**src/argf_pkg.sv**
```systemverilog
`timescale 1ns / 1ps
`default_nettype none
// ----------------------------------------------------------------------------
// argf_pkg
// Shared types and constants of the ARMA residual and gradient filter.
// ----------------------------------------------------------------------------
package argf_pkg;

    localparam int LAGS        = 2;   // lag slots held per history
    localparam int NPART       = 5;   // constant, two AR and two MA partials
    localparam int LAG_W       = $clog2(LAGS);
    localparam int PART_W      = $clog2(NPART + 1);
    localparam int ACC_W       = 64;
    localparam int CFG_IDX_W   = 3;
    localparam int COEF_RESET  = 6554;
    localparam int ORDER_RESET = 1;

    localparam int DEF_MAX_ORDER  = 2;
    localparam int DEF_DATA_WIDTH = 32;
    localparam int DEF_FRAC_BITS  = 16;

    typedef enum logic [CFG_IDX_W-1:0] {
        CFG_AR_ORDER    = 3'd0,
        CFG_MA_ORDER    = 3'd1,
        CFG_CONST       = 3'd2,
        CFG_AR_COEF_ONE = 3'd3,
        CFG_AR_COEF_TWO = 3'd4,
        CFG_MA_COEF_ONE = 3'd5,
        CFG_MA_COEF_TWO = 3'd6
    } t_cfg_idx;

    typedef enum logic [2:0] {
        OP_Y,      // y * 1.0
        OP_C,      // - c * 1.0
        OP_AR,     // - ar[i] * y[t-1-i]
        OP_MA_E,   // - ma[i] * e[t-1-i]
        OP_BASE,   // base of partial k times 1.0
        OP_MA_D,   // - ma[i] * D_k[t-1-i]
        OP_SCORE,  // - D_k * e
        OP_SSE     // square_sum + e * e
    } t_mac_op;

    typedef enum logic [1:0] {
        SRC_ZERO,
        SRC_ACC,
        SRC_SSE
    } t_acc_src;

    typedef enum logic [4:0] {
        S_IDLE,
        S_DECIDE,
        S_E_Y,
        S_E_C,
        S_E_AR,
        S_E_MA,
        S_E_DRAIN,
        S_E_WB,
        S_D_BASE,
        S_D_MA,
        S_D_DRAIN,
        S_D_WB,
        S_S_OP,
        S_S_DRAIN,
        S_S_WB,
        S_SSE,
        S_COMMIT,
        S_OUT
    } t_state;

    typedef struct packed {
        logic              load;      // take input word
        logic              mac_en;    // issue one multiply
        t_mac_op           op;
        logic [LAG_W-1:0]  lag;
        logic [PART_W-1:0] part;
        logic              wb_err;
        logic              wb_der;
        logic              wb_sc;
        logic              commit;    // shift histories
        logic              out_load;
    } t_cmd;

    typedef struct packed {
        logic       warm;      // still in warm-up
        logic [1:0] p;         // clamped orders
        logic [1:0] q;
        logic       mac_busy;  // accumulate stage holds a term
        logic       out_free;
    } t_status;

endpackage
`default_nettype wire

```
**src/argf_ctrl.sv**
```systemverilog
`timescale 1ns / 1ps
`default_nettype none
// ----------------------------------------------------------------------------
// argf_ctrl
// Sequencer issuing MAC, write-back and commit commands per sample.
// ----------------------------------------------------------------------------
module argf_ctrl
    import argf_pkg::*;
(
    input  wire logic    i_clk,
    input  wire logic    i_rst_n,
    input  wire logic    i_in_valid,
    output logic         o_in_ready,
    input  wire t_status i_status,
    output t_cmd         o_cmd
);

    t_state            r_state, n_state;
    logic [LAG_W-1:0]  r_i, n_i;
    logic [PART_W-1:0] r_k, n_k;
    logic [PART_W-1:0] w_next_k;

    function automatic logic part_active(input logic [PART_W-1:0] k,
                                         input logic [1:0] p, input logic [1:0] q);
        logic act;
        if (k == '0)
            act = 1'b1;
        else if (k <= PART_W'(LAGS))
            act = (k - PART_W'(1)) < PART_W'(p);
        else
            act = (k - PART_W'(1 + LAGS)) < PART_W'(q);
        return act;
    endfunction

    always_comb begin
        w_next_k = PART_W'(NPART);
        for (int j = NPART - 1; j >= 0; j--) begin
            if ((PART_W'(j) > r_k) && part_active(PART_W'(j), i_status.p, i_status.q))
                w_next_k = PART_W'(j);
        end
    end

    always_ff @(posedge i_clk) begin
        if (!i_rst_n) begin
            r_state <= S_IDLE;
            r_i     <= '0;
            r_k     <= '0;
        end else begin
            r_state <= n_state;
            r_i     <= n_i;
            r_k     <= n_k;
        end
    end

    always_comb begin
        n_state    = r_state;
        n_i        = r_i;
        n_k        = r_k;
        o_in_ready = 1'b0;
        o_cmd      = '0;
        o_cmd.op   = OP_Y;
        o_cmd.lag  = r_i;
        o_cmd.part = r_k;
        case (r_state)
            S_IDLE: begin
                o_in_ready = 1'b1;
                if (i_in_valid) begin
                    o_cmd.load = 1'b1;
                    n_state    = S_DECIDE;
                end
            end
            S_DECIDE: begin
                n_i     = '0;
                n_k     = '0;
                n_state = i_status.warm ? S_COMMIT : S_E_Y;
            end
            S_E_Y: begin
                o_cmd.mac_en = 1'b1;
                o_cmd.op     = OP_Y;
                n_state      = S_E_C;
            end
            S_E_C: begin
                o_cmd.mac_en = 1'b1;
                o_cmd.op     = OP_C;
                if (i_status.p != 2'd0)
                    n_state = S_E_AR;
                else if (i_status.q != 2'd0)
                    n_state = S_E_MA;
                else
                    n_state = S_E_DRAIN;
            end
            S_E_AR: begin
                o_cmd.mac_en = 1'b1;
                o_cmd.op     = OP_AR;
                if (2'(r_i) + 2'd1 == i_status.p) begin
                    n_i     = '0;
                    n_state = (i_status.q != 2'd0) ? S_E_MA : S_E_DRAIN;
                end else begin
                    n_i = r_i + LAG_W'(1);
                end
            end
            S_E_MA: begin
                o_cmd.mac_en = 1'b1;
                o_cmd.op     = OP_MA_E;
                if (2'(r_i) + 2'd1 == i_status.q) begin
                    n_i     = '0;
                    n_state = S_E_DRAIN;
                end else begin
                    n_i = r_i + LAG_W'(1);
                end
            end
            S_E_DRAIN: begin
                n_state = S_E_WB;
            end
            S_E_WB: begin
                o_cmd.wb_err = 1'b1;
                n_state      = S_D_BASE;
            end
            S_D_BASE: begin
                o_cmd.mac_en = 1'b1;
                o_cmd.op     = OP_BASE;
                n_i          = '0;
                n_state      = (i_status.q != 2'd0) ? S_D_MA : S_D_DRAIN;
            end
            S_D_MA: begin
                o_cmd.mac_en = 1'b1;
                o_cmd.op     = OP_MA_D;
                if (2'(r_i) + 2'd1 == i_status.q) begin
                    n_i     = '0;
                    n_state = S_D_DRAIN;
                end else begin
                    n_i = r_i + LAG_W'(1);
                end
            end
            S_D_DRAIN: begin
                n_state = S_D_WB;
            end
            S_D_WB: begin
                o_cmd.wb_der = 1'b1;
                n_state      = S_S_OP;
            end
            S_S_OP: begin
                o_cmd.mac_en = 1'b1;
                o_cmd.op     = OP_SCORE;
                n_state      = S_S_DRAIN;
            end
            S_S_DRAIN: begin
                n_state = S_S_WB;
            end
            S_S_WB: begin
                o_cmd.wb_sc = 1'b1;
                if (w_next_k < PART_W'(NPART)) begin
                    n_k     = w_next_k;
                    n_state = S_D_BASE;
                end else begin
                    n_state = S_SSE;
                end
            end
            S_SSE: begin
                o_cmd.mac_en = 1'b1;
                o_cmd.op     = OP_SSE;
                n_state      = S_COMMIT;
            end
            S_COMMIT: begin
                o_cmd.commit = 1'b1;
                n_state      = S_OUT;
            end
            S_OUT: begin
                if (i_status.out_free) begin
                    o_cmd.out_load = 1'b1;
                    n_state        = S_IDLE;
                end
            end
            default: begin
                n_state = S_IDLE;
            end
        endcase
    end

endmodule
`default_nettype wire

```
**config.mk**
```make
export PLATFORM = sky130hd
export DESIGN_NAME = argf_ctrl
export DESIGN_NICKNAME = d
export VERILOG_FILES = /design/src/argf_pkg.sv /design/src/argf_ctrl.sv
export SDC_FILE = /design/constraint.sdc
export NUM_CORES = 1
export LEC_CHECK = 0
export BUFFER_PORTS_ARGS = -buffer_cell sky130_fd_sc_hd__buf_2
export CORE_AREA = 2 2 53 55
export DETAILED_ROUTE_END_ITERATION = 12
export DIE_AREA = 0 0 55 57
export GPL_TIMING_DRIVEN = 0
export PLACE_DENSITY = 0.66
export RECOVER_POWER = 25
export SLEW_MARGIN = 20
export SYNTH_ARGS = -nofsm -noshare
export SYNTH_HDL_FRONTEND = slang
export SYNTH_SLANG_ARGS = --single-unit
```
**constraint.sdc**
```tcl
create_clock -name i_clk -period 2.95 [get_ports i_clk]
set_input_delay 0.1475 -clock i_clk [delete_from_list [all_inputs] [get_ports i_clk]]
set_output_delay 0.1475 -clock i_clk [all_outputs]
set_load 0.01 [all_outputs]
```
==> results.json, run 1 <==
{
  "critPathMaxFanout": 10,
  "syn_inst": 126,
  "cts_tree": "yes",
  "vdd_drop_max_mv": 0.296,
  "num_vias": 1066,
  "r2r_cells": 6,
  "diodes": 0,
  "synth_top_area_cell": "dfxtp_1",
  "first_pass_iters": 4,
  "criticalPathCategory": "flip-flop to flip-flop",
  "maxSlewViolCount": 0,
  "drv_cap": 0,
  "fin_area_um2": 1090,
  "layout-drive-gt1-share": 0.196,
  "drc": 0,
  "finish.net_count": 164,
  "drt_iter0_drc": 27,
  "required_ps": 3150,
  "rows": 19,
  "syn_area_per_cell_um2": 7.29,
  "postRouteAntennaNets": 0,
  "layout_commonest_cell": "buf_2",
  "max-slew-margin-rel": 0.583,
  "fin_tns_setup_ps": 0,
  "cts_hold_buffers": 0,
  "antenna_found_initial": 0,
  "wl_mm": 2.45,
  "status": "finished clean",
  "cts.repair.resized": 0,
  "cellPowerDensity_nw_per_um2": 566,
  "grt_max_degree": 11,
  "ios": 25,
  "netlist_area_um2": 918,
  "grt_pass1_vias": 879,
  "ys_top_cells_by_area": "dfxtp_1 (20%), nor2_1 (6.5%), nor3b_1 (4.1%)",
  "ys_types": 53,
  "synth_seq_area_share": 0.196,
  "internal_power_uw": 334,
  "hold_viol": 0,
  "core-area_um2": 2620,
  "cts_buffers": 3,
  "synth_seq_cells": 9,
  "synth_edf_count": 0,
  "worstMarginPinSlew_ps": 620,
  "dp_hpwl_mm": 1.87,
  "hold_path.class": "primary input to flip-flop",
  "final_cell_mix": "buf_2 (21), nor2_1 (16), clkbuf_1 (9), dfxtp_1 (9), nand2_1 (7)",
  "yosysTopAreaCellShare": 0.196,
  "p_seq_frac": 0.252,
  "cts.path.max_buffers": 2,
  "start_kind": "flip-flop",
  "min_path_cells": 2,
  "finClkSkew_ps": 8.22,
  "total_leakage_power_uw": 0.000428,
  "period_share": 0.736,
  "initial_core_util": 0.351,
  "fp.dieH_um": 57,
  "place_area_um2": 1070,
  "areaGrowthSynthToFinish_pct": 18.9,
  "h-tree-depth": 1,
  "grt_pass1_wl_mm": 3.95,
  "post-cts-setup-buffers": 0,
  "p_sw_uw": 284,
  "min_period_ps": 2170,
  "wire_per_inst_um": 13.3,
  "globalRouteOverflowTotal": 0,
  "p_comb_frac": 0.587,
  "via_per_inst": 5.79,
  "place_congestion": 0.858,
  "clkSlewWorstSetupHoldPaths_ps": 70,
  "async_flop_share": 0,
  "setup_viol": 0,
  "fp.dieW_um": 55,
  "worstPathArrival_ps": 2370,
  "synthFlopType": "dfxtp_1",
  "rsz0062_at_grt": "no",
  "grt.total_usage": 0.167,
  "yosys_warnings": 0,
  "clock_sinks": 9,
  "dieArea_um2": 3140,
  "clock_latency_ps": 270,
  "power_frac_clock": 0.161,
  "fmax_mhz": 460,
  "cp-end-kind": "flip-flop",
  "port_buffers": 23,
  "syn_nets": 136,
  "cts_root_buf": "clkbuf_4",
  "switching_share": 0.459
}
-- cells by family after synthesis --
family | share of synthesized area
muxes | 0.0327
buffers and inverters | 0.0777
xor gates and xnor gates | 0.0382
AOI/OAI and AO/OA | 0.251
and+or+nand+nor | 0.405
DFF | 0.196
-- sequential cells by signal (all words and copies together), names as in the netlist --
signal,cells
r_i,1
r_state,5
r_k,3
-- critical path, stage by stage, from the launching register on --
cell	delay [ps]
dfxtp_1	330
clkbuf_1	360
nand2_1	210
or3_1	460
or3_1	470
o2111ai_1	120
a32o_1	160
-- layout make-up --
class,count,area (µm²)
Multi-Input combinational cell,102,667
Clock buffer,4,26.3
Tap cell,31,38.8
Timing Repair Buffer,23,111
Buffer,10,50.0
Inverter,5,18.8
Fill cell,290,1520
Sequential cell,9,180
-- path summary, 6_finish.rpt --
kind                            startpoint    endpoint  slack [ps]
worst max-delay path            r_state[1]  r_state[0]         780
worst min register to register      r_k[0]      r_k[0]         540
worst max register to register  r_state[1]  r_state[0]         780
worst min-delay path               i_rst_n         r_i         190
-- metal layers --
layer,up-vias,GRT usage,part of all wire
met3,4,0.0236,0.064
li1,530,-,-
met1,498,0.248,0.48
met2,34,0.253,0.44
met4,0,0.0418,0.0086
met5,-,0,0
-- per-stage QoR --
stage	hold slack [ps]	utilization	setup WS (ps)	cells	power, µW
4_1_cts	188	0.420	928	184	621
5_1_grt	206	0.418	623	184	671
3_5_place_dp	476	0.410	954	180	521
3_3_place_gp	474	0.410	951	180	514
2_1_floorplan	265	-	1060	126	422
6_report	188	0.418	778	184	618
-- synthesized netlist by cell type, types with 2 or more instances --
cell	count
nor3b_1	5
nor2_1	16
o21ai_0	6
buf_2	3
a211oi_1	2
inv_1	5
xnor2_1	2
o2111ai_1	2
clkbuf_1	3
a21oi_1	6
nor2b_1	4
buf_1	2
nor3_1	3
xor2_1	2
dfxtp_1	9
or3_1	3
a31oi_1	2
a311oi_1	2
nand2b_1	4
nand2_1	7
nand3b_1	2
nand3_1	3
mux2i_1	3
-- power by group through the flow --
stage                     registers (µW)  logic, µW  clock network [µW]
after floorplan                      157        265                   0
after global placement               157        357                   0
after detailed placement             157        363                   0
after CTS                            155        365                 101
after global routing                 159        404                 108
final                                156        363                99.4
Note: power is estimated with default switching activity, not from simulation.
==> run 2: changes to the inputs <==
- ABC_AREA: not set -> 1
- PLACE_DENSITY: 0.66 -> 0.68
- clock period: 2.95 -> 1.95 ns (I/O delays scaled with it)
==> run 2 against run 1 <==
Non-clock buffer count fell by 9; cell count grew 16%; register-to-register slack got worse by 500 ps; global-route usage decreased by 0.55 points; largest cell class unchanged; sequential power up 71%; clock skew shrank 3.9 ps; critical path depth rose by 1; utilization down 1.1 points.
==> results.json, run 2 <==
{
  "grt_pass1_wl_mm": 3.71,
  "min_period_ps": 1800,
  "globalRouteOverflowTotal": 0,
  "slowest_delay_ps": 550,
  "core-area_um2": 2620,
  "fp.dieW_um": 55,
  "holdPathEnd": "r_state[4]",
  "grt_max_degree": 9,
  "ys_top_cells_by_area": "dfxtp_1 (20%), nand2_1 (15%), nand3_1 (9.4%)",
  "largest_registers": "r_state: 5 flops, r_k: 3 flops, r_i: 1 flops",
  "syn_area_per_cell_um2": 5.84,
  "rows": 19,
  "dieArea_um2": 3140,
  "largest_register": "r_state",
  "async_flop_share": 0,
  "netlist_area_um2": 906,
  "cts_tree": "yes",
  "num_vias": 1038,
  "areaGrowthSynthToFinish_pct": 17.5,
  "worst_path_most_repeated_cell": "nor2_1",
  "syn_nets": 165,
  "grt_pass1_vias": 877,
  "cts_hold_buffers": 0,
  "maxSlewViolCount": 0,
  "worstMarginPinSlew_ps": 510,
  "fin_tns_setup_ps": 0,
  "clkSlewWorstSetupHoldPaths_ps": 70,
  "ios": 25,
  "cts_buffers": 3,
  "synth_edf_count": 0,
  "post-cts-setup-buffers": 0,
  "min_path_cells": 3,
  "syn_inst": 155,
  "max-slew-margin-rel": 0.659,
  "ys_types": 24,
  "port_buffers": 23,
  "synth_seq_area_share": 0.199,
  "cp-end-kind": "primary output",
  "clock_latency_ps": 270,
  "layout_commonest_cell": "nand2_1",
  "wire_per_inst_um": 10.6,
  "yosysTopAreaCellShare": 0.199,
  "fmax_mhz": 555,
  "timing.rr.end": "r_k[1]",
  "start_kind": "flip-flop",
  "status": "finished clean",
  "finClkSkew_ps": 4.29,
  "yosys_warnings": 0,
  "drc": 0,
  "critical_path.cell_chain": "nand2_1 > nor2_1 > nor2_1 > o21ai_0 > inv_1 > nand4_1 > buf_2",
  "hold_path.class": "primary input to flip-flop",
  "vdd_drop_max_mv": 0.508,
  "multi_input_area_um2": 599,
  "cts_root_buf": "clkbuf_4",
  "drv_cap": 0,
  "cts.path.max_buffers": 2,
  "clock_sinks": 9,
  "worstPathArrival_ps": 1700,
  "first_pass_iters": 4,
  "period_share": 0.924,
  "hold_viol": 0,
  "layout-drive-gt1-share": 0.236,
  "crit-reg2reg-launch": "r_state[1]",
  "holdWs_ps": 62.0,
  "ys_top_cells_by_count": "nand2_1 (36), inv_1 (22), nor2_1 (21)",
  "via_per_inst": 4.87,
  "rsz0062_at_grt": "no",
  "finish.net_count": 193,
  "diodes": 0,
  "cellPowerDensity_nw_per_um2": 897,
  "postRouteAntennaNets": 0,
  "synth_seq_cells": 9,
  "seq_area_um2": 180,
  "initial_core_util": 0.346,
  "wl_mm": 2.26,
  "criticalPathCategory": "flip-flop to primary output",
  "synthFlopType": "dfxtp_1",
  "r2r_cells": 8,
  "holdCritStartpoint": "i_rst_n",
  "place_congestion": 0.959,
  "crit_path_top_delay_cell": "dfxtp_1",
  "required_ps": 1850,
  "drt_iter0_drc": 47,
  "dp_hpwl_mm": 1.85,
  "fp.dieH_um": 57,
  "regToRegSetupSlack_ps": 280,
  "largest_reg_flops": 5,
  "synth_top_area_cell": "dfxtp_1",
  "fillers": 316,
  "total_leakage_power_uw": 0.000557,
  "setup_viol": 0,
  "cts.repair.resized": 0,
  "h-tree-depth": 1,
  "synth.most_common_cell": "nand2_1",
  "grt.total_usage": 0.162,
  "critPathMaxFanout": 6,
  "final_cell_mix": "nand2_1 (36), nor2_1 (23), inv_1 (22), buf_2 (20), nand3_1 (17)",
  "antenna_found_initial": 0
}
[run 2: cell types whose count changed in the layout (fill, tap and decap cells not counted), moves of 4 or more]
cell,delta
clkbuf_1,-6
inv_1,+17
nand2_1,+29
nand2b_1,-4
nand3_1,+14
nor2_1,+7
nor2_4,+4
nor2b_1,-4
nor3b_1,-5
[run 2: metal layers]
layer  up-vias  GRT usage  routed length [µm]
li1        561          -                   -
met1       449      0.236                1110
met2        24      0.233                 989
met3         4     0.0314                 124
met4         0     0.0627                  28
met5         -          0                   0
[run 2: final cells by class]
type,instances,share of cell area
Inverter,26,0.0940
Buffer,1,0.00705
Clock inverter,1,0.00470
Sequential cell,9,0.169
Tap cell,31,0.0364
Multi-Input combinational cell,119,0.563
Clock buffer,3,0.0212
Timing Repair Buffer,23,0.105
[run 2: worst max path at each step]
stage                             to  cells after the start  startpoint  slack, ps
after floorplan            o_cmd[12]                      7  r_state[1]        610
after global placement    r_state[2]                      7  r_state[1]        430
after detailed placement         r_i                      6  r_state[4]        440
final                      o_cmd[12]                      7  r_state[1]        150
after CTS                  o_cmd[12]                      7  r_state[1]        150
after global routing       o_cmd[12]                      7  r_state[1]         10
[run 2: logic make-up (layout without fill, tap and decap cells)]
| group | after synthesis | in the layout | share of synthesized area |
|---|---|---|---|
| AOI/OAI and AO/OA | 23 | 23 | 0.141 |
| and+or+nand+nor | 96 | 96 | 0.541 |
| DFF | 9 | 9 | 0.199 |
| buffers and inverters | 27 | 54 | 0.119 |
[run 2: worst max-delay path: cells and delay by family, from the launching register on]
kind / cells / cell delay [ps]
AOI/OAI and AO/OA: 1 / 100
buffers and inverters: 2 / 190
and+or+nand+nor: 4 / 600
DFF: 1 / 550
[run 2: where the power goes]
| part | switching [µW] | leakage [µW] | internal, µW |
|---|---|---|---|
| clock network | 77.0 | 0.0000177 | 76.0 |
| logic | 349 | 0.000466 | 186 |
| registers | 52.6 | 0.0000731 | 214 |
[run 2: stage by stage]
stage / utilization / power (µW) / setup slack [ps] / cell area, µm² / std cells
6_report: 0.407 / 955 / 148 / 1060 / 213
5_1_grt: 0.407 / 1040 / 10.4 / 1060 / 213
4_1_cts: 0.416 / 968 / 150 / 1090 / 213
3_5_place_dp: 0.405 / 809 / 437 / 1060 / 209
3_3_place_gp: 0.405 / 810 / 428 / 1060 / 209
2_1_floorplan: - / 674 / 611 / 906 / 155
